[src/rtl/gscu_queue.sv]
// Short command queue between the front and the back.
module gscu_queue #(
	parameter int WIDTH = 8,
	parameter int DEPTH = 2
) (
	input  logic             clk,
	input  logic             arst_n,
	input  logic             push,
	input  logic [WIDTH-1:0] din,
	output logic             full,
	input  logic             pop,
	output logic [WIDTH-1:0] dout,
	output logic             empty
);

	localparam int PTR_W = (DEPTH > 1) ? $clog2(DEPTH) : 1;
	localparam int CNT_W = $clog2(DEPTH + 1);

	logic [WIDTH-1:0] buf_q [DEPTH];
	logic [PTR_W-1:0] wr_q, rd_q;
	logic [CNT_W-1:0] cnt_q;

	assign full  = (cnt_q == CNT_W'(DEPTH));
	assign empty = (cnt_q == '0);
	assign dout  = buf_q[rd_q];

	always_ff @(posedge clk) begin
		if (push) begin
			buf_q[wr_q] <= din;
		end
	end

	always_ff @(posedge clk or negedge arst_n) begin
		if (!arst_n) begin
			wr_q  <= '0;
			rd_q  <= '0;
			cnt_q <= '0;
		end else begin
			if (push) begin
				wr_q <= (wr_q == PTR_W'(DEPTH - 1)) ? '0 : wr_q + 1'b1;
			end
			if (pop) begin
				rd_q <= (rd_q == PTR_W'(DEPTH - 1)) ? '0 : rd_q + 1'b1;
			end
			case ({push, pop})
				2'b10:   cnt_q <= cnt_q + 1'b1;
				2'b01:   cnt_q <= cnt_q - 1'b1;
				default: cnt_q <= cnt_q;
			endcase
		end
	end

endmodule

[config.mk]
export PLATFORM = sky130hd
export DESIGN_NAME = gscu_queue
export DESIGN_NICKNAME = d
export VERILOG_FILES = /design/src/rtl/gscu_queue.sv
export SDC_FILE = /design/constraint.sdc
export NUM_CORES = 1
export LEC_CHECK = 0
export BUFFER_PORTS_ARGS = -buffer_cell sky130_fd_sc_hd__buf_4
export CORE_MARGIN = 8
export CORE_UTILIZATION = 52
export CTS_CLUSTER_DIAMETER = 100
export CTS_CLUSTER_SIZE = 10
export DETAILED_ROUTE_END_ITERATION = 6
export GPL_TIMING_DRIVEN = 0
export PLACE_DENSITY_LB_ADDON = 0.15
export SLEW_MARGIN = 25
export SYNTH_ARGS = -nofsm -noshare
export SYNTH_HDL_FRONTEND = slang
export SYNTH_SLANG_ARGS = --single-unit
[constraint.sdc]
create_clock -name clk -period 1.84 [get_ports clk]
set_input_delay 0.368 -clock clk [delete_from_list [all_inputs] [get_ports clk]]
set_output_delay 0.368 -clock clk [all_outputs]
set_load 0.01 [all_outputs]
Word-level counts from Yosys, hierarchy flattened

Memory sizes are Yosys's and may differ from the RTL's.
Cells that the tools add are included.

Register bits: 4
Bits in writable memories: 16
Input bits: 12
Memories kept: 1

Add/subtract/negate cells: 4
Eq/ne operators: 3
Multiplexer cells: 5
Reduce and logical (&&, ||, !) cells: 2

Memories:

| memory | words | bits a word | rd ports | clocked after memory_dff | write ports | line | text |
|---|---|---|---|---|---|---|---|
| buf_q  | 2     | 8           | 1        | 0                        | 1           | 19   | `logic [WIDTH-1:0] buf_q [DEPTH];` |

Operator list:

| operator              | count |
|---|---|
| $eq A2 B2 Y1 const B  | 2 |
| $mux W1               | 4 |
| $pmux W2 S2           | 1 |
| $add A1 B1 Y1 const B | 2 |
| $add A2 B1 Y2 const B | 1 |
| $eq A2 B1 Y1 const B  | 1 |
| $logic_not A2 Y1      | 1 |
| $reduce_bool A2 Y1    | 1 |
| $sub A2 B1 Y2 const B | 1 |

Logic depth before layout (Yosys ltp)

Gate-level depths: netlist of the first run.

Depth in word-level cells: 2
Gate-level depth with buffers: 5
Depth with buffers taken out: 5

Least setup slack after synthesis of the first run

No wires, ideal clock.

Kind: reg-to-output
From: register rd_q
To: output port dout[0]
Arrival: 0.857 ns
Data required time: 1.472 ns
Setup slack: 0.615 ns
Cell stages (with the launch flop): 3
Buffers on the path: 1
Cells stage by stage: dfrtp_1 buf_2 mux2_2

Cells in the longest elaborated chain, start to end: 1

Ends and longest elaborated chain:

| what                     | line | text |
|---|---|---|
| start: declaration       | 20   | `logic [PTR_W-1:0] wr_q, rd_q;` |
| start signal: assignment | 43   | `rd_q <= (rd_q == PTR_W'(DEPTH - 1)) ? '0 : rd_q + 1'b1;` |
| $mem_v2 Z2 W8            | --   |  |
| end: declaration         | 12   | `output logic [WIDTH-1:0] dout,` |

Every way passes these cells.

Worst setup path in the final report of the first run

From: register rd_q
To: output port dout[7]

Same word-level chain as after synthesis.

==> impl_metrics.toml, run 1 <==
[sta]
fin_crit_sh = 0.9352
rsz0062_at_grt = "no"
finalSetupViolations = 0
maxSlewViolCount = 0
fin_ws_ns = 0.1191
tns_ns = 0
finClkSkew_ns = 0.001517
tightest_slew_ns = 0.6946
period_minus_slack_ns = 1.721
slew_headroom = 0.5352
hold_violations = 0
fmax_mhz = 581.1

[cells_and_area]
layoutNonFillerInstCount = 83
diodes = 0
layout-drive-gt1-share = 0.5075
area_growth_pct = 28.08
fin_nets = 81
num-fill-cells = 111

[clocking]
clock_sinks = 20
root_buffer = "clkbuf_4"
worst_skew_pair.late_latency_ns = 0.29
post_cts_buffers = 0
cts_buffer_depth = 2
h-tree-depth = 1
path_clk_slew_ns = 0.10
cts_tree = "built"
cts_buffers = 3

[place]
dp.cells = 78
hpwl_um = 953.2
portBuffers = 21
gp_congestion = 0.6695
place_ws_ns = 0.3868

[worst_setup_path]
worstSetupPathType = "reg -> out"
r2r_end = "buf_q[0][5]"
max_stage_delay_ns = 0.37
start_kind = "flip-flop"
path_depth = 3
r2r_slack_ns = 0.51
cp_max_fo = 9
endpoint_kind = "primary output"
crit_chain = "buf_2, mux2_2, buf_4"
critical-path-slowest-cell = "mux2_2"
r2r-start = "wr_q"
worst_ep_arrival_time_ns = 1.35
crit_path_end = "dout[7]"
path_buf_inv = 2
crit_start = "rd_q"
critPathTopFamily = "buffers and inverters"
worstPathRequired_ns = 1.47
worstRegToRegCells = 1

[floorplan]
rows = 14
initial_core_util = 0.5305
die_h_um = 54.28
coreArea_sq_um = 1436
die-area_sq_um = 2946
die_w_um = 54.28
io_pins = 22

[grt]
grt_pass1_vias = 419
grt.total_usage = 0.09732
grt_max_degree = 12
grt_overflow = 0
antenna_found_initial = 0
grt_pass1_wl_um = 2001

[routing]
antenna_left = 0
num_vias = 420
wl_per_cell_um = 15.19
drt_first_iter_violations = 0
firstDrtPassIters = 1
viasPerCell = 5.060
post-route-drc-count = 0
drt_wl_total_um = 1261

[synthesis]
yosysSeqAreaShare = 0.7619
synth.area.top_cells = "edfxtp_1, dfrtp_1, mux2_2"
syn_inst = 41
ys_seq_elements = 20
synthesis.area_sq_um = 762.0
synth_top_cell_by_area = "edfxtp_1"
yosysUniqueCellTypes = 11
yosys_warnings = 0
avgSynthCellArea_sq_um = 18.58
synth_nets = 54
synth_top_area_share = 0.6305

[power]
p_total_mw = 1.352
power.density_nw_per_um2 = 1385
ir_worst_vdd_mv = 0.7810
p_leak_nw = 0.3972

[worst_hold_path]
hp-class = "in -> reg"

[flow_run]
drv_cap = 0

[outcome]
outcome = "complete, no violations"
[cell usage in the layout (no fill, tap or decap), types with 2 or more instances in the layout]
cell	Yosys	routed
clkbuf_4	0	3
xnor2_1	2	2
xor2_1	3	3
mux2_2	8	8
nor2_1	3	3
buf_4	0	21
edfxtp_1	16	16
dfrtp_1	4	4
[cells by family after synthesis]
| group | synth area share |
|---|---|
| buffers and inverters | 0.01148 |
| and+or+nand+nor | 0.03449 |
| muxes | 0.1182 |
| adders and majority gates | 0.01642 |
| xor gates and xnor gates | 0.05748 |
| DFF | 0.7619 |
[cell type report]
cell class	count	area (sq um)	share of cell area
Sequential cell	20	580.6	0.5949
Clock inverter	1	3.754	0.003846
Timing Repair Buffer	22	167.7	0.1718
Inverter	1	3.754	0.003846
Tap cell	16	20.02	0.02051
Multi-Input combinational cell	19	172.7	0.1769
Clock buffer	3	22.52	0.02308
Buffer	1	5.005	0.005128
[state kept, by name (all words and copies together), names as in the netlist]
name   flops
cnt_q      2
rd_q       1
wr_q       1
buf_q     16
[stage by stage]
step	area (sq um)	hold WS, ns	util
floorplan	762.0	0.07241	-
finish	975.9	0.2460	0.6794
CTS	975.9	0.2417	0.6794
global placement	939.7	0.1675	0.6542
global route	975.9	0.2384	0.6794
detailed placement	939.7	0.1683	0.6542
[synthesized netlist by cell type, drive strengths merged]
cell type,count
and2,1
and2b,1
buf,1
dfrtp,4
edfxtp,16
ha,1
inv,1
mux2,8
nor2,3
xnor2,2
xor2,3
[power breakdown]
| group | switching, mW | leakage (nW) | internal, mW | total (mW) |
|---|---|---|---|---|
| Clock | 0.123 | 0.0154 | 0.0789 | 0.202 |
| Combinational | 0.217 | 0.185 | 0.267 | 0.484 |
| Sequential | 0.0515 | 0.197 | 0.615 | 0.667 |
| Total | 0.391 | 0.397 | 0.961 | 1.35 |
[worst min path at each step]
stage	slack (ns)	endpoint	start	depth (start not counted)
4_1_cts	0.24	rd_q	pop	2
5_1_grt	0.24	buf_q[1][0]	din[0]	1
6_report	0.25	rd_q	pop	2
3_3_place_gp	0.17	cnt_q[0]	arst_n	1
3_5_place_dp	0.17	cnt_q[0]	arst_n	1
2_1_floorplan	0.07	cnt_q[0]	arst_n	0
[per-layer routing]
metal	up-vias	GRT usage	wire length, um
li1	199	-	-
met1	205	0.1087	522
met2	12	0.1622	661
met3	4	0.03261	55
met4	0	0.04918	21
met5	-	0	0
[timing repair]
item / 4_1_cts / 5_1_grt
hold endpoints to repair: 4 / 0
gates resized for setup: 0 / 0
hold buffers: 1 / 0
setup endpoints to repair: 0 / 0
(Power assumes the default switching activity.)
==> run 2, diff against run 1 <==
Settings changed: PLACE_DENSITY set to 0.86, PLACE_DENSITY_LB_ADDON 0.15 to not set.
==> run 2 against run 1 <==
Effect of this change: routed wire length decreased by 3.5%; sequential power about the same; via count decreased by 5.2%; final area decreased by 0.38%; critical path depth unchanged; largest power group unchanged.
==> impl_metrics.toml, run 2 (synthesized netlist as in run 1, its figures left out) <==
[outcome]
outcome = "complete, no violations"

[sta]
finalSetupViolations = 0
rsz0062_at_grt = "no"
maxSlewViolCount = 0
finClkSkew_ns = 0.001429
fmax_mhz = 583.6
fin_crit_sh = 0.9312
period_minus_slack_ns = 1.713
tns_ns = 0
hold_violations = 0
tightest_slew_ns = 0.6759
slew_headroom = 0.5477
fin_ws_ns = 0.1265

[cells_and_area]
final_common_cell = "buf_4"
num-fill-cells = 104
diodes = 0
fin_nets = 81
top_regs = "buf_q x16, cnt_q x2"
layout-drive-gt1-share = 0.5152
area_growth_pct = 27.59
largest_reg_flops = 16
layout_common_cells = "buf_4, edfxtp_1, mux2_2, dfrtp_1"
top_register = "buf_q"

[clocking]
worst_skew_pair.late_latency_ns = 0.29
cts_buffers = 3
h-tree-depth = 1
cts_tree = "built"
clock_sinks = 20
cts_buffer_depth = 2
path_clk_slew_ns = 0.10
ctsHoldBuffers = 1
root_buffer = "clkbuf_4"
post_cts_buffers = 0
cts_resized = 0

[worst_hold_path]
hp-class = "in -> reg"

[routing]
drt_wl_total_um = 1217
drt_first_iter_violations = 0
firstDrtPassIters = 1
antenna_left = 0
viasPerCell = 4.854
num_vias = 398
post-route-drc-count = 0
wl_per_cell_um = 14.84

[floorplan]
initial_core_util = 0.5305
die-area_sq_um = 2946
rows = 14
io_pins = 22
die_w_um = 54.28
die_h_um = 54.28
coreArea_sq_um = 1436

[worst_setup_path]
cp_max_fo = 9
worst_ep_arrival_time_ns = 1.35
worstPathRequired_ns = 1.47
start_kind = "flip-flop"
endpoint_kind = "primary output"
worstSetupPathType = "reg -> out"

[grt]
grt_max_degree = 11
grt.total_usage = 0.09167
grt_pass1_wl_um = 1876
grt_overflow = 0
grt_pass1_vias = 404
antenna_found_initial = 0

[power]
power.density_nw_per_um2 = 1379
ir_worst_vdd_mv = 0.8178
p_total_mw = 1.340
p_leak_nw = 0.3956

[place]
gp_congestion = 0.6106
hpwl_um = 893.2
portBuffers = 21
place_ws_ns = 0.3965

[flow_run]
drv_cap = 0
## run 2: where the power goes
part	internal [mW]	switching [mW]	total [mW]	leakage, nW
logic	0.267	0.213	0.480	0.185
registers	0.615	0.0493	0.664	0.197
clock network	0.0761	0.120	0.196	0.0138
## run 2: area by class of cell
| class | instances | area [sq um] | area share |
|---|---|---|---|
| clock buffers | 3 | 22.52 | 0.02317 |
| flip-flops and latches | 20 | 580.6 | 0.5972 |
| repair buffers | 22 | 167.7 | 0.1725 |
| multi-input cells | 19 | 172.7 | 0.1776 |
| inverters | 1 | 3.754 | 0.003861 |
| well taps | 16 | 20.02 | 0.02059 |
| plain buffers | 1 | 5.005 | 0.005148 |
## run 2: final timing paths
| check | startpoint | to | slack [ns] | cells after the start |
|---|---|---|---|---|
| min reg2reg | wr_q | wr_q | 0.49 | 1 |
| max reg2reg | wr_q | buf_q[0][7] | 0.53 | 1 |
| max in group asynchronous | arst_n | rd_q | 1.34 | 2 |
| max | rd_q | dout[5] | 0.13 | 3 |
| min | pop | rd_q | 0.25 | 2 |
| min in group asynchronous | arst_n | cnt_q[0] | 0.40 | 2 |
## run 2: routing by layer
| layer | up-vias | track usage | part of all wire |
|---|---|---|---|
| met1 | 185 | 0.1085 | 0.44 |
| met3 | 0 | 0.04891 | 0.095 |
| li1 | 199 | - | - |
| met4 | 0 | 0.06148 | 0 |
| met5 | - | 0 | 0 |
| met2 | 14 | 0.1260 | 0.47 |
## run 2: through the flow
step	cell area, sq um	instances	util	hold slack, ns
4_1_cts	972.2	82	0.6768	0.2438
3_3_place_gp	939.7	78	0.6542	0.1675
2_1_floorplan	762.0	41	-	0.07241
6_report	972.2	82	0.6768	0.2494
5_1_grt	972.2	82	0.6768	0.2301
3_5_place_dp	939.7	78	0.6542	0.1683
## run 2: worst max-delay path, cell delays in order, from the launching register on
cell and delay (ns):
dfrtp_1 0.33, buf_2 0.22, mux2_2 0.36, buf_4 0.14
==> run 3, diff against run 2 <==
Settings changed: PLACE_DENSITY 0.86 to 0.91.
==> run 3 against run 2 <==
Effect of this change: worst hold slack about the same; core utilization grew 0.96 points; die area unchanged; register-to-register slack worse by 0.02 ns; final area increased by 1.4%; critical path depth stayed put; power up 4.6%; routed wire length up 9.6%; clock power is 25% higher; critical path type unchanged; highest routed layer is now met4.
==> impl_metrics.toml, run 3 (synthesized netlist as in run 1, its figures left out) <==
[clocking]
cts_resized = 0
post_cts_buffers = 0
ctsHoldBuffers = 1
worst_skew_pair.late_latency_ns = 0.29
h-tree-depth = 1
clock_sinks = 20
cts_buffer_depth = 2
cts_tree = "built"
root_buffer = "clkbuf_4"
path_clk_slew_ns = 0.10
cts_buffers = 3

[sta]
tns_ns = 0
hold_ws_ns = 0.2496
fin_crit_sh = 0.9424
period_minus_slack_ns = 1.734
finClkSkew_ns = 0.002136
hold_violations = 0
maxSlewViolCount = 0
rsz0062_at_grt = "no"
tightest_slew_ns = 0.6755
slew_headroom = 0.5480
finalSetupViolations = 0
fmax_mhz = 576.7

[cells_and_area]
layout_common_cells = "buf_4, edfxtp_1, mux2_2, dfrtp_1"
layout-drive-gt1-share = 0.5224
final_common_cell = "buf_4"
fin_nets = 81
largest_reg_flops = 16
fin_area_sq_um = 985.9
area_growth_pct = 29.39
top_regs = "buf_q x16, cnt_q x2"
top_register = "buf_q"
diodes = 0
utilization = 0.6864

[grt]
grt_pass1_vias = 490
grt_pass1_wl_um = 2021
met1_usage = 0.1008
grt_overflow = 0
gr-usage-met3 = 0.04348
met2_usage = 0.1641
antenna_found_initial = 0
grt_max_degree = 12
top_usage_layer = "met2"
grt.total_usage = 0.09748

[floorplan]
coreArea_sq_um = 1436
die-area_sq_um = 2946
rows = 14
initial_core_util = 0.5305
die_w_um = 54.28
die_h_um = 54.28
io_pins = 22

[worst_setup_path]
path_buf_inv = 2
start_kind = "flip-flop"
worst_ep_arrival_time_ns = 1.37
r2r_slack_ns = 0.51
worstPathRequired_ns = 1.47
r2r_end = "buf_q[0][7]"
critical-path-slowest-cell = "mux2_2"
critPathTopFamily = "buffers and inverters"
cp_max_fo = 9
endpoint_kind = "primary output"
crit_path_end = "dout[5]"
crit_start = "rd_q"
worstRegToRegCells = 1
worstSetupPathType = "reg -> out"
max_stage_delay_ns = 0.36
r2r-start = "wr_q"
path_depth = 3
crit_chain = "buf_2, mux2_2, buf_4"

[power]
clkPwrFrac = 0.175
power.density_nw_per_um2 = 1422
p_sw_mw = 0.3993
internal_power_mw = 1.003
swShare = 0.2848
p_leak_nw = 0.4028
pwr-share-comb = 0.348
ir_worst_vdd_mv = 0.8251
p_total_mw = 1.402
seqPwrFrac = 0.477

[routing]
viasPerCell = 5.193
wl_per_cell_um = 16.07
drt_first_iter_violations = 11
post-route-drc-count = 0
firstDrtPassIters = 4
num_vias = 431
antenna_left = 0
drt_wl_total_um = 1334

[place]
placed_area_sq_um = 939.7
portBuffers = 21
gp_congestion = 0.6113
hpwl_um = 1016

[outcome]
outcome = "complete, no violations"

[flow_run]
drv_cap = 0

[worst_hold_path]
hp-class = "in -> reg"
## run 3: cell types whose count changed in the layout (fill, tap and decap cells not counted), sizes merged
cell / previous run / this run
clkbuf: 3 / 4
## run 3: area by class of cell
class / instances / area [sq um]
inverters: 1 / 3.754
repair buffers: 22 / 167.7
multi-input cells: 19 / 172.7
flip-flops and latches: 20 / 580.6
well taps: 16 / 20.02
clock buffers: 4 / 36.28
fillers: 105 / 450.4
plain buffers: 1 / 5.005
## run 3: metrics by stage
| stage | setup slack, ns | cells |
|---|---|---|
| 6_report | 0.1060 | 83 |
| 5_1_grt | 0.04130 | 83 |
| 4_1_cts | 0.07822 | 83 |
| 3_5_place_dp | 0.3897 | 78 |
| 3_3_place_gp | 0.4117 | 78 |
| 2_1_floorplan | 0.6147 | 41 |
## run 3: worst min path at each step
stage,start,cells after the start,slack [ns],endpoint
floorplan,arst_n,0,0.07,cnt_q[0]
global placement,arst_n,1,0.17,cnt_q[1]
detailed placement,arst_n,1,0.17,cnt_q[0]
CTS,din[2],1,0.24,buf_q[0][2]
global route,din[0],1,0.23,buf_q[0][0]
finish,din[5],1,0.25,buf_q[0][5]
## run 3: layer usage
layer / vias to the layer above / routed length, um
met5: - / 0
met4: 0 / 8
met3: 4 / 133
met2: 25 / 704
met1: 202 / 487
li1: 200 / -
## run 3: power groups by stage
stage | logic [mW] | registers, mW | clock network, mW
final | 0.488 | 0.669 | 0.245
after global placement | 0.483 | 0.668 | 0
after global routing | 0.528 | 0.678 | 0.267
after floorplan | 0.286 | 0.662 | 0
after CTS | 0.503 | 0.670 | 0.254
after detailed placement | 0.497 | 0.680 | 0
