$ cat config.mk
export PLATFORM = sky130hd
export DESIGN_NAME = gscu_front
export DESIGN_NICKNAME = d
export VERILOG_FILES = /design/src/rtl/gscu_pkg.sv /design/src/rtl/gscu_front.sv
export SDC_FILE = /design/constraint.sdc
export NUM_CORES = 1
export LEC_CHECK = 0
export BUFFER_PORTS_ARGS = -buffer_cell sky130_fd_sc_hd__buf_4
export CAP_MARGIN = 20
export CORE_AREA = 5 5 250 252
export DETAILED_ROUTE_END_ITERATION = 8
export DIE_AREA = 0 0 255 257
export MAX_ROUTING_LAYER = met4
export REMOVE_ABC_BUFFERS = 1
export SLEW_MARGIN = 20
export SYNTH_ARGS = -nofsm -noshare
export SYNTH_HDL_FRONTEND = slang
export SYNTH_SLANG_ARGS = --single-unit
$ cat constraint.sdc
create_clock -name vclk -period 2.21
set_clock_uncertainty 0.05 [all_clocks]
set_input_delay 0.442 -clock vclk [all_inputs]
set_output_delay 0.442 -clock vclk [all_outputs]
set_load 0.005 [all_outputs]
$ cat src/rtl/gscu_pkg.sv
// Shared constants, command type and case decode for the Gauss-Seidel cell engine.
package gscu_pkg;

	localparam int GRID_COLS_DEF = 128;
	localparam int GRID_ROWS_DEF = 128;
	localparam int ADDR_MAX_W    = 20;
	localparam int QUEUE_DEPTH   = 2;
	localparam int DATA_W        = 32;
	localparam int DIST_W        = 31;
	localparam int NUM_W         = 51;
	localparam int DEN_W         = 35;
	localparam int SDATA_W       = 280;

	localparam logic [1:0] OP_UPDATE = 2'd0;
	localparam logic [1:0] OP_LOAD   = 2'd1;
	localparam logic [1:0] OP_READ   = 2'd2;
	localparam logic [1:0] OP_NONE   = 2'd3;

	localparam logic [1:0] SIDE_CELL = 2'd0;
	localparam logic [1:0] SIDE_DIRI = 2'd1;
	localparam logic [1:0] SIDE_NEUM = 2'd2;

	localparam logic [1:0] SIDE_N = 2'd0;
	localparam logic [1:0] SIDE_S = 2'd1;
	localparam logic [1:0] SIDE_E = 2'd2;
	localparam logic [1:0] SIDE_W = 2'd3;

	localparam logic [7:0] KEEP_CELL = 8'hFF;

	typedef struct packed {
		logic [1:0]                  op;
		logic                        in_grid;
		logic                        keep;
		logic [3:0][1:0]             kind;
		logic [ADDR_MAX_W-1:0]       addr;
		logic [3:0][ADDR_MAX_W-1:0]  nb_addr;
		logic [3:0]                  nb_ok;
		logic [3:0][DATA_W-1:0]      coef;
		logic [DATA_W-1:0]           coef_center;
		logic [DIST_W-1:0]           dist_h;
		logic [DIST_W-1:0]           dist_v;
		logic [DATA_W-1:0]           load_value;
	} cmd_t;

	// Two bits per side: N 1:0, S 3:2, E 5:4, W 7:6.
	function automatic logic [7:0] case_kinds(input logic [5:0] code);
		logic [7:0] k;
		case (code)
			6'd0:  k = 8'h00;
			6'd1:  k = 8'h01;
			6'd2:  k = 8'h04;
			6'd3:  k = 8'h10;
			6'd4:  k = 8'h40;
			6'd5:  k = 8'h11;
			6'd6:  k = 8'h41;
			6'd7:  k = 8'h44;
			6'd8:  k = 8'h14;
			6'd9:  k = 8'h02;
			6'd10: k = 8'h08;
			6'd11: k = 8'h20;
			6'd12: k = 8'h80;
			6'd13: k = 8'h22;
			6'd14: k = 8'h82;
			6'd15: k = 8'h28;
			6'd16: k = 8'h88;
			6'd25: k = 8'h21;
			6'd27: k = 8'h12;
			6'd31: k = 8'h81;
			6'd33: k = 8'h42;
			6'd37: k = 8'h24;
			6'd39: k = 8'h18;
			6'd43: k = 8'h84;
			6'd45: k = 8'h48;
			default: k = KEEP_CELL;
		endcase
		return k;
	endfunction

endpackage

$ cat src/rtl/gscu_front.sv
// Front end: accepts input beats, decodes the case and computes cell addresses.
module gscu_front #(
	parameter int GRID_COLS = gscu_pkg::GRID_COLS_DEF,
	parameter int GRID_ROWS = gscu_pkg::GRID_ROWS_DEF
) (
	input  logic                        s_tvalid,
	output logic                        s_tready,
	input  logic [gscu_pkg::SDATA_W-1:0] s_tdata,
	input  logic [1:0]                  s_tuser,
	input  logic                        q_full,
	output logic                        q_push,
	output gscu_pkg::cmd_t              cmd
);

	localparam int AW = gscu_pkg::ADDR_MAX_W;

	logic [6:0] col, row;
	logic [5:0] code;
	logic [7:0] kinds;
	logic [AW-1:0] base;

	assign col  = s_tdata[6:0];
	assign row  = s_tdata[13:7];
	assign code = s_tdata[19:14];

	assign s_tready = !q_full;
	assign q_push   = s_tvalid && !q_full;

	always_comb begin
		kinds = gscu_pkg::case_kinds(code);
		base  = AW'(int'(row) * GRID_COLS + int'(col));

		cmd.op      = s_tuser;
		cmd.in_grid = (int'(col) < GRID_COLS) && (int'(row) < GRID_ROWS)
			&& (s_tuser != gscu_pkg::OP_NONE);
		cmd.keep    = (kinds == gscu_pkg::KEEP_CELL);
		cmd.kind[gscu_pkg::SIDE_N] = kinds[1:0];
		cmd.kind[gscu_pkg::SIDE_S] = kinds[3:2];
		cmd.kind[gscu_pkg::SIDE_E] = kinds[5:4];
		cmd.kind[gscu_pkg::SIDE_W] = kinds[7:6];
		cmd.addr    = base;

		cmd.nb_addr[gscu_pkg::SIDE_N] = base + AW'(GRID_COLS);
		cmd.nb_addr[gscu_pkg::SIDE_S] = base - AW'(GRID_COLS);
		cmd.nb_addr[gscu_pkg::SIDE_E] = base + 1'b1;
		cmd.nb_addr[gscu_pkg::SIDE_W] = base - 1'b1;
		cmd.nb_ok[gscu_pkg::SIDE_N] = (int'(row) + 1 < GRID_ROWS);
		cmd.nb_ok[gscu_pkg::SIDE_S] = (row != '0);
		cmd.nb_ok[gscu_pkg::SIDE_E] = (int'(col) + 1 < GRID_COLS);
		cmd.nb_ok[gscu_pkg::SIDE_W] = (col != '0);

		cmd.coef[gscu_pkg::SIDE_N] = s_tdata[51:20];
		cmd.coef[gscu_pkg::SIDE_S] = s_tdata[83:52];
		cmd.coef[gscu_pkg::SIDE_E] = s_tdata[115:84];
		cmd.coef[gscu_pkg::SIDE_W] = s_tdata[147:116];
		cmd.coef_center = s_tdata[179:148];
		cmd.dist_h      = s_tdata[210:180];
		cmd.dist_v      = s_tdata[241:211];
		cmd.load_value  = s_tdata[273:242];
	end

endmodule

Word level (Yosys, flattened, before mapping) --
Memories as Yosys holds them, arrays and structs flattened. Cells that the tools add are included.
Cells by class: equality and inequality tests 2, $add $sub $neg 7, reduce and logical (&&, ||, !) cells 4, $lt $le $gt $ge 2
Operators with widths (number):
- 15-bit by 1-bit adder with 16-bit output (second input constant) | 1
- 15-bit by 8-bit adder with 16-bit output (second input constant) | 1
- 7-bit by 1-bit adder with 8-bit output (second input constant) | 2
- 8-bit < comparator (second input constant) | 2
- 15-bit by 1-bit subtractor with 16-bit output (second input constant) | 1
- 15-bit by 8-bit subtractor with 16-bit output (second input constant) | 1
- 14-bit by 7-bit adder with 15-bit output | 1
- 7-bit nonzero test | 2
- 8-bit equality test (second input constant) | 1
- 2-bit != test (second input constant) | 1
- 1-bit logical AND | 1
- 1-bit zero test | 1
Word-level totals: output and inout port bits 372, ROM bits 512, memories kept 1, flip-flop bits (word level) 0, word-level logic and storage cells 16
Memory list:
- (name not given) | depth 64, bits a word 8, read ports 1, clocked after memory_dff 0, write ports 0, line gscu_pkg.sv:48 | case (code)

Logic depth before layout (Yosys ltp) --
Gate-level depths: netlist (run 1).
depth after elaboration 2, mapped depth 7

Worst setup path before layout (run 1) --
Ideal clock, no wire load.
path type input to output, start point in s_tdata[9] (netlist bit), end point out cmd[334] (netlist bit), arrival 1820 ps, slack -102 ps, buffers on the path 2, cell stages on the path 6, required time 1718 ps, cells stage by stage clkbuf_1 nor3_1 nand3b_1 nor2_1 o31a_1 buf_4
RTL lines:
- from (decl) | line gscu_front.sv:8 | input logic [gscu_pkg::SDATA_W-1:0] s_tdata,
- to (decl) | line gscu_front.sv:12 | output gscu_pkg::cmd_t cmd

==> out/qor.csv, run 1 <==
metric,value,unit
status,"finished, violations left",
violations,negative setup slack,
combPwrFrac,100.0,%
timing_hold_violations_final,0,
drtIter0Drc,145,
cap_violations,0,
place_area,3680,µm²
critPathKind,in2out,
required,1720,ps
avgSynthCellArea,7.10,µm²
seq_cells,0,
num-fill-cells,7080,
start_kind,input pin,
core_area,59900,µm²
fin_area,4210,µm²
syn_to_final_growth,16.9,%
rsz0062_at_grt,true,
period_share,107,%
grt_first_pass_wirelength,87.7,mm
p_per_area,150,nW/µm²
p_leak,1.64,nW
overflow,0,
p_switching,283,µW
worst-path-max-fanout,3,
post-place-ws,-340,ps
place_congestion,1.03,
cp-end-kind,output port,
hold_start,s_tdata[149],
clockPowerShare,0,%
use_met3,27.9,%
postRouteAntennaNets,0,
grt_usage,24.3,%
gr-usage-met1,4.59,%
p_int,348,µW
ff_latch_area,0,µm²
final_cell_mix,"buf_4, buf_6, nand2_1, conb_1, xnor2_1",
ys_seq_area_share,0,%
rows,90,
dr.pass1.iters,4,
pin_count,656,
synth.distinct_cells,41,
nets,696,
grt_max_degree,19,
p_seq_share,0,%
critPathLaunch,s_tdata[5],
finalSetupTns,-623,ps
dieWidth,255,µm
io_buffer_count,126,
dr_total_vias,3072,
diodes,0,
clkbuf_count,0,
via_per_inst,2.60,
hold_slack,834,ps
busiest_layer,met2,
met2_usage,56.4,%
switching_share,44.8,%
finalNonFillerCells,1181,
ys_warn_count,0,
min_period,2370,ps
antenna_found_initial,0,
worst_slack,-157,ps
max_freq,0.422,GHz
synthCells,507,
die_height,257,µm
die_area,65500,µm²
start_util,6.01,%
slew_violations,0,
post_drt_wl_per_cell,69.7,µm
dp_hpwl,80.8,mm
hold_path_class,in2out,
grt_pass1_vias,2602,
synth.cell_area,3600,µm²
dpl.cell_count,1172,
critical_path_arrival,1880,ps
layout-drive-gt1-share,62.2,%
final_common_cell,buf_4,
peakVddDrop,0.102,mV
finalSetupViolCount,5,
drt_wl_total,82.4,mm
drc,0,
## cells in the mapped netlist
cell type	instances	area share, %
a2111oi_0	1	0.24
nand2_1	20	2.1
conb_1	1	0.10
xor2_1	14	3.4
nor4b_1	1	0.24
nor2_1	18	1.9
nand3b_1	6	1.3
o31a_1	1	0.24
a21oi_1	7	0.97
o211ai_1	5	1.0
a2bb2oi_1	1	0.24
buf_2	5	0.70
buf_1	1	0.10
xnor2_1	16	3.9
inv_1	16	1.7
nor3_1	8	1.1
a21bo_2	1	0.28
o21ai_0	6	0.83
mux2i_1	2	0.56
o32ai_1	1	0.24
xor2_2	1	0.45
or3_1	2	0.35
buf_4	311	65
buf_6	1	0.31
mux2_2	3	0.94
nor2b_1	2	0.35
or2_2	1	0.17
nand2b_1	8	1.4
and2b_1	1	0.21
and2_1	1	0.17
nor3_2	1	0.28
ha_1	11	3.8
nand4_1	4	0.70
xnor2_2	1	0.45
clkbuf_1	7	0.73
a31oi_1	3	0.52
or2_4	1	0.24
a32oi_1	3	0.73
nand3_1	10	1.4
o22ai_1	1	0.17
a21o_1	3	0.63
## critical path, stage by stage
cell     delay [ps]
buf_6            90
or3_4           420
or3_4           400
or2_4           260
xnor2_2         140
buf_4           120
## cells by family (layout without fill, tap and decap cells)
group | after synthesis | in the layout | share of synthesized area, %
and+or+nand+nor | 84 | 84 | 11.8
buffers and inverters | 341 | 218 | 68.4
xor gates and xnor gates | 32 | 32 | 8.21
other | 1 | 16 | 0.104
muxes | 5 | 5 | 1.50
adders and majority gates | 11 | 11 | 3.82
AOI/OAI and AO/OA | 33 | 33 | 6.15
## power by group through the flow
stage          clock network [mW]  registers, mW  logic [mW]
2_1_floorplan                   0              0       0.151
3_3_place_gp                    0              0       0.531
3_5_place_dp                    0              0       0.532
4_1_cts                         0              0       0.585
5_1_grt                         0              0       0.677
6_report                        0              0       0.631
## area by class of cell
class	instances	area (µm²)	area share (%)
Multi-Input combinational cell	181	1490	35.3
Tap cell	782	978	23.3
Timing Repair Buffer	202	1660	39.5
Inverter	16	80.1	1.90
## layer usage
metal,share of wire (%),vias up
met5,0,-
met4,1.9,0
met3,25,24
met2,66,750
met1,7.1,1244
li1,-,1054
## repair_timing
item,CTS,global route
pin swaps,17,23
buffers inserted,4,8
gates resized for setup,60,45
setup endpoints to repair,29,25
hold buffers,0,0
## metrics by stage
| step | utilization (%) | total power [mW] |
|---|---|---|
| floorplan | - | 0.151 |
| global placement | 6.14 | 0.531 |
| detailed placement | 6.14 | 0.532 |
| CTS | 6.61 | 0.585 |
| global route | 7.02 | 0.677 |
| finish | 7.02 | 0.631 |
## worst paths after layout
kind / slack [ps] / cells after the start / end
setup / recovery: -160 / 6 / cmd[330]
hold / removal: 830 / 0 / cmd[95]
Note: power is estimated with default switching activity, not from simulation.
==> inputs of run 2 (changes only) <==
--- a/config.mk
+++ b/config.mk
@@ -5,11 +5,12 @@
 export SDC_FILE = /design/constraint.sdc
 export NUM_CORES = 1
 export LEC_CHECK = 0
+export ABC_AREA = 1
 export BUFFER_PORTS_ARGS = -buffer_cell sky130_fd_sc_hd__buf_4
 export CAP_MARGIN = 20
-export CORE_AREA = 5 5 250 252
+export CORE_AREA = 5 5 251 253
 export DETAILED_ROUTE_END_ITERATION = 8
-export DIE_AREA = 0 0 255 257
+export DIE_AREA = 0 0 256 258
 export MAX_ROUTING_LAYER = met4
 export REMOVE_ABC_BUFFERS = 1
 export SLEW_MARGIN = 20
==> run 2 against run 1 <==
The run now ends clean. Fmax rose by 11%. Largest cell class is now multi-input gates. Utilization fell by 1.2 points. Largest power group unchanged. Worst hold slack barely moved.
==> out/qor.csv, run 2 <==
metric,value,unit,change
status,finished clean,,"was finished, violations left"
post-place-ws,28.8,ps,was -340 ps
p_per_area,140,nW/µm²,was 150 nW/µm²
fin_area,3510,µm²,was 4210 µm²
clockPowerShare,0,%,about the same
timing_hold_violations_final,0,,unchanged
synth.top_cells.by_count,"buf_4, nand2_1, inv_1",,"was buf_4, nand2_1, nor2_1"
finalPower,490,µW,was 631 µW
synth_top_area_share,64.6,%,was 64.9%
worst-path-max-fanout,4,,was 3
ys_seq_area_share,0,%,unchanged
critPathKind,in2out,,unchanged
layout-drive-gt1-share,47.8,%,was 62.2%
synthCells,538,,was 507
dr_total_vias,2873,,was 3072
finalSetupViolCount,0,,was 5
seq_cells,0,,unchanged
required,1720,ps,about the same
die_height,258,µm,was 257 µm
via_per_inst,2.44,,was 2.60
syn_to_final_growth,-3.21,%,was 16.9%
place_area,3420,µm²,was 3680 µm²
final_common_cell,buf_4,,unchanged
cp-end-kind,output port,,unchanged
period_share,96.7,%,was 107%
ys_warn_count,0,,unchanged
worst_slack,73.3,ps,was -157 ps
grt_pass1_vias,2556,,was 2602
rsz0062_at_grt,true,,unchanged
synth_area_leaders,"buf_4, nand2_1, xor2_1",,"was buf_4, xnor2_1, ha_1"
start_kind,input pin,,unchanged
grt_first_pass_wirelength,88.6,mm,was 87.7 mm
hold_path_class,in2out,,unchanged
crit_chain,"buf_4, inv_1, ha_4, nand4_4, nor2_4, nand2_2, xor2_1, buf_4, buf_4",,"was buf_6, or3_4, or3_4, or2_4, xnor2_2, buf_4"
rows,91,,was 90
synth.cell_area,3620,µm²,was 3600 µm²
drc,0,,unchanged
final_cell_mix,"buf_4, nand2_1, inv_1, xor2_1, nor2_1",,"was buf_4, buf_6, nand2_1, conb_1, xnor2_1"
combPwrFrac,100.0,%,about the same
nets,686,,was 696
critPathMaxStageDelay,170,ps,was 420 ps
clkbuf_count,0,,unchanged
synth.distinct_cells,30,,was 41
cts_setup_buffers,0,,was 4
io_buffer_count,126,,unchanged
antenna_found_initial,0,,unchanged
critPathSlowestCell,ha_4,,was or3_4
postRouteAntennaNets,0,,unchanged
min_period,2140,ps,was 2370 ps
switching_share,50.7,%,was 44.8%
drtIter0Drc,109,,was 145
synth.most_common_cell,buf_4,,unchanged
cp_common_cell,buf_4,,was or3_4
place_congestion,1.02,,was 1.03
dr.pass1.iters,4,,unchanged
grt_usage,24.2,%,was 24.3%
core_area,60800,µm²,was 59900 µm²
pin_count,656,,unchanged
avgSynthCellArea,6.74,µm²,was 7.10 µm²
synth_top_cell_by_area,buf_4,,unchanged
die_area,66000,µm²,was 65500 µm²
peakVddDrop,0.0723,mV,was 0.102 mV
slew_violations,0,,unchanged
p_seq_share,0,%,about the same
post_drt_wl_per_cell,69.7,µm,about the same
p_switching,248,µW,was 283 µW
cap_violations,0,,unchanged
p_int,242,µW,was 348 µW
diodes,0,,unchanged
drt_wl_total,82.2,mm,was 82.4 mm
grt_max_degree,12,,was 19
critical_path_arrival,1640,ps,was 1880 ps
overflow,0,,unchanged
dp_hpwl,80.8,mm,about the same
ff_latch_area,0,µm²,unchanged
max_freq,0.468,GHz,was 0.422 GHz
p_leak,1.46,nW,was 1.64 nW
start_util,5.96,%,was 6.01%
dieWidth,256,µm,was 255 µm
==> run 2: final timing paths <==
check	from	end	slack [ps]	depth (start not counted)
worst min-delay path	s_tdata[151]	cmd[97]	830	0
worst max-delay path	s_tdata[0]	cmd[330]	70	9
==> run 2: metal layers <==
layer | vias up | wire [µm] | GRT usage, % | share of wire (%)
li1 | 1021 | - | - | -
met5 | - | 0 | - | 0
met3 | 46 | 21300 | 29.3 | 26
met2 | 726 | 50500 | 52.6 | 61
met4 | 0 | 3080 | 6.06 | 3.7
met1 | 1080 | 7380 | 5.76 | 9.0
==> run 2: final cells by class <==
type,count,area [µm²]
fill,7256,57300
multi-input combinational,201,1240
inverter,35,135
tap,790,988
timing repair buffer,153,1150
==> run 2: cell families after synthesis <==
kind of cell    share of synthesized area [%]
simple gates                             16.2
buf+inv                                  69.8
other cells                             0.103
fa+ha+maj                                3.80
xor+xnor                                 6.28
compound gates                           3.76
==> run 2: per-stage QoR <==
stage / util (%) / hold WS, ps / TNS, ps / std cells
6_report: 5.77 / 834 / 0 / 1179
5_1_grt: 5.77 / 834 / -291 / 1179
4_1_cts: 5.63 / 834 / 0 / 1179
3_5_place_dp: 5.63 / 834 / 0 / 1179
3_3_place_gp: 5.63 / 834 / 0 / 1179
2_1_floorplan: - / 834 / 0 / 236
==> run 2: power by group through the flow <==
stage	Clock [mW]	Combinational, mW	Sequential, mW
final	0	0.490	0
after global routing	0	0.538	0
after CTS	0	0.479	0
after detailed placement	0	0.477	0
after global placement	0	0.478	0
after floorplan	0	0.162	0
==> run 2: worst max-delay path: cells and delay by family <==
kind	cells	cell delay, ps
xor gates and xnor gates	1	150
adders and majority gates	1	170
buffers and inverters	4	530
and+or+nand+nor	3	340
==> run 2: repair_timing <==
action	4_1_cts	5_1_grt
gates resized for setup	0	21
hold buffers	0	0
hold endpoints to repair	0	0
endpoints found under the setup margin	0	14
==> inputs of run 3 (changes only) <==
--- a/config.mk
+++ b/config.mk
@@ -6,13 +6,14 @@
 export NUM_CORES = 1
 export LEC_CHECK = 0
 export ABC_AREA = 1
-export BUFFER_PORTS_ARGS = -buffer_cell sky130_fd_sc_hd__buf_4
+export BUFFER_PORTS_ARGS = -buffer_cell sky130_fd_sc_hd__clkbuf_2
 export CAP_MARGIN = 20
 export CORE_AREA = 5 5 251 253
 export DETAILED_ROUTE_END_ITERATION = 8
 export DIE_AREA = 0 0 256 258
 export MAX_ROUTING_LAYER = met4
 export REMOVE_ABC_BUFFERS = 1
+export SKIP_LAST_GASP = 1
 export SLEW_MARGIN = 20
 export SYNTH_ARGS = -nofsm -noshare
 export SYNTH_HDL_FRONTEND = slang
==> run 3 against run 2 <==
Sequential cell count stayed put. Non-clock buffer count is 18 higher. Routed wire length is 0.28% lower. Clock-buffer cell count stayed put. Setup slack worse by 14 ps. Total power is 9.8% lower. Critical path depth is 1 higher. Global-route usage hardly changed. Fmax is 0.66% lower. Worst hold slack hardly changed. Cell count is 1.5% higher. Critical path type unchanged. Highest routed layer unchanged.
==> out/qor.csv, run 3 (synthesis results as in run 2) <==
metric,value,unit,change
post_drt_wl_per_cell,68.5,µm,was 69.7 µm
slew_violations,0,,unchanged
grt_first_pass_wirelength,88.5,mm,was 88.6 mm
dr_total_vias,2948,,was 2873
rows,91,,unchanged
timing_hold_violations_final,0,,unchanged
rsz0062_at_grt,true,,unchanged
combPwrFrac,100.0,%,about the same
critPathMaxStageDelay,210,ps,was 170 ps
die_height,258,µm,unchanged
critical_path_arrival,1660,ps,was 1640 ps
core_area,60800,µm²,unchanged
final_cell_mix,"clkbuf_2, nand2_1, buf_4, inv_1, xor2_1",,"was buf_4, nand2_1, inv_1, xor2_1, nor2_1"
antenna_found_initial,5,,was 0
min_period,2150,ps,was 2140 ps
nets,704,,was 686
drtIter0Drc,174,,was 109
dr.pass1.iters,4,,unchanged
finalNonFillerCells,1197,,was 1179
peakVddDrop,0.0724,mV,was 0.0723 mV
pin_count,656,,unchanged
p_int,194,µW,was 242 µW
place_congestion,1.01,,was 1.02
postRouteAntennaNets,0,,unchanged
dpl.cell_count,1195,,was 1179
final_common_cell,clkbuf_2,,was buf_4
p_leak,1.45,nW,was 1.46 nW
period_share,97.3,%,was 96.7%
dieWidth,256,µm,unchanged
hold_path_class,in2out,,unchanged
cap_violations,0,,unchanged
overflow,0,,unchanged
p_per_area,133,nW/µm²,was 140 nW/µm²
grt_usage,24.2,%,about the same
crit_chain,"buf_4, inv_2, ha_1, inv_1, nand2_1, o21ai_0, o21ai_0, nand2_1, a31oi_1, clkbuf_2",,"was buf_4, inv_1, ha_4, nand4_4, nor2_4, nand2_2, xor2_1, buf_4, buf_4"
diodes,0,,unchanged
syn_to_final_growth,-8.32,%,was -3.21%
required,1720,ps,about the same
drc,0,,unchanged
drt_wl_total,82.0,mm,was 82.2 mm
via_per_inst,2.46,,was 2.44
dp_hpwl,80.7,mm,was 80.8 mm
seq_cells,0,,unchanged
clockPowerShare,0,%,about the same
critPathSlowestCell,o21ai_0,,was ha_4
ff_latch_area,0,µm²,unchanged
status,finished clean,,unchanged
die_area,66000,µm²,unchanged
finalPower,442,µW,was 490 µW
worst-path-max-fanout,7,,was 4
start_kind,input pin,,unchanged
start_util,5.96,%,unchanged
finalSetupViolCount,0,,unchanged
p_seq_share,0,%,about the same
grt_max_degree,12,,unchanged
io_buffer_count,126,,unchanged
grt_pass1_vias,2607,,was 2556
cp-end-kind,output port,,unchanged
clkbuf_count,0,,unchanged
layout-drive-gt1-share,50.4,%,was 47.8%
p_switching,249,µW,was 248 µW
critPathKind,in2out,,unchanged
max_freq,0.465,GHz,was 0.468 GHz
switching_share,56.2,%,was 50.7%
## run 3: cell count changes in the layout (fill, tap and decap cells not counted), sizes merged
cell,change
clkbuf,+123
buf,-105
## run 3: cell type report
class	count	area, µm²
Fill cell	7262	57500
Inverter	35	135
Multi-Input combinational cell	201	1230
Tap cell	790	988
Timing Repair Buffer	171	971
## run 3: per-stage QoR
| stage | worst slack [ps] | utilization [%] | hold slack, ps | instance area (µm²) | setup TNS, ps |
|---|---|---|---|---|---|
| global route | -48.9 | 5.47 | 834 | 3320 | -75.3 |
| detailed placement | 0.224 | 5.31 | 834 | 3230 | 0 |
| CTS | 7.38 | 5.31 | 834 | 3230 | 0 |
| finish | 59.0 | 5.47 | 834 | 3320 | 0 |
| global placement | 7.68 | 5.31 | 834 | 3230 | 0 |
| floorplan | 251 | - | 834 | 1280 | 0 |
## run 3: path summary, 6_finish.rpt
path	startpoint	to	slack, ps	cells after the start
worst min-delay path	s_tdata[203]	cmd[86]	830	0
worst max-delay path	s_tdata[14]	cmd[360]	60	10
## run 3: worst max-delay path, delay by kind of cell
family                   cells  cell delay [ps]
AO/OA/AOI/OAI                3              490
adder cells (fa/ha/maj)      1              170
buffers and inverters        4              410
AND/OR/NAND/NOR              2              130
## run 3: power by group through the flow
stage	combinational, mW	sequential (mW)	clock, mW
after floorplan	0.162	0	0
after global placement	0.427	0	0
after detailed placement	0.424	0	0
after CTS	0.426	0	0
after global routing	0.488	0	0
final	0.442	0	0
## run 3: what timing repair did
item,4_1_cts,5_1_grt
resized for setup,1,27
setup endpoints to repair,1,17
hold buffers,0,0
setup buffers,0,2
pin swaps,0,3
## run 3: per-layer routing
layer	GRT usage (%)	up-vias	share of wire, %
met5	-	-	0
met4	5.59	0	4.0
met3	28.5	64	25
met2	52.7	754	61
met1	6.26	1073	9.4
li1	-	1057	-
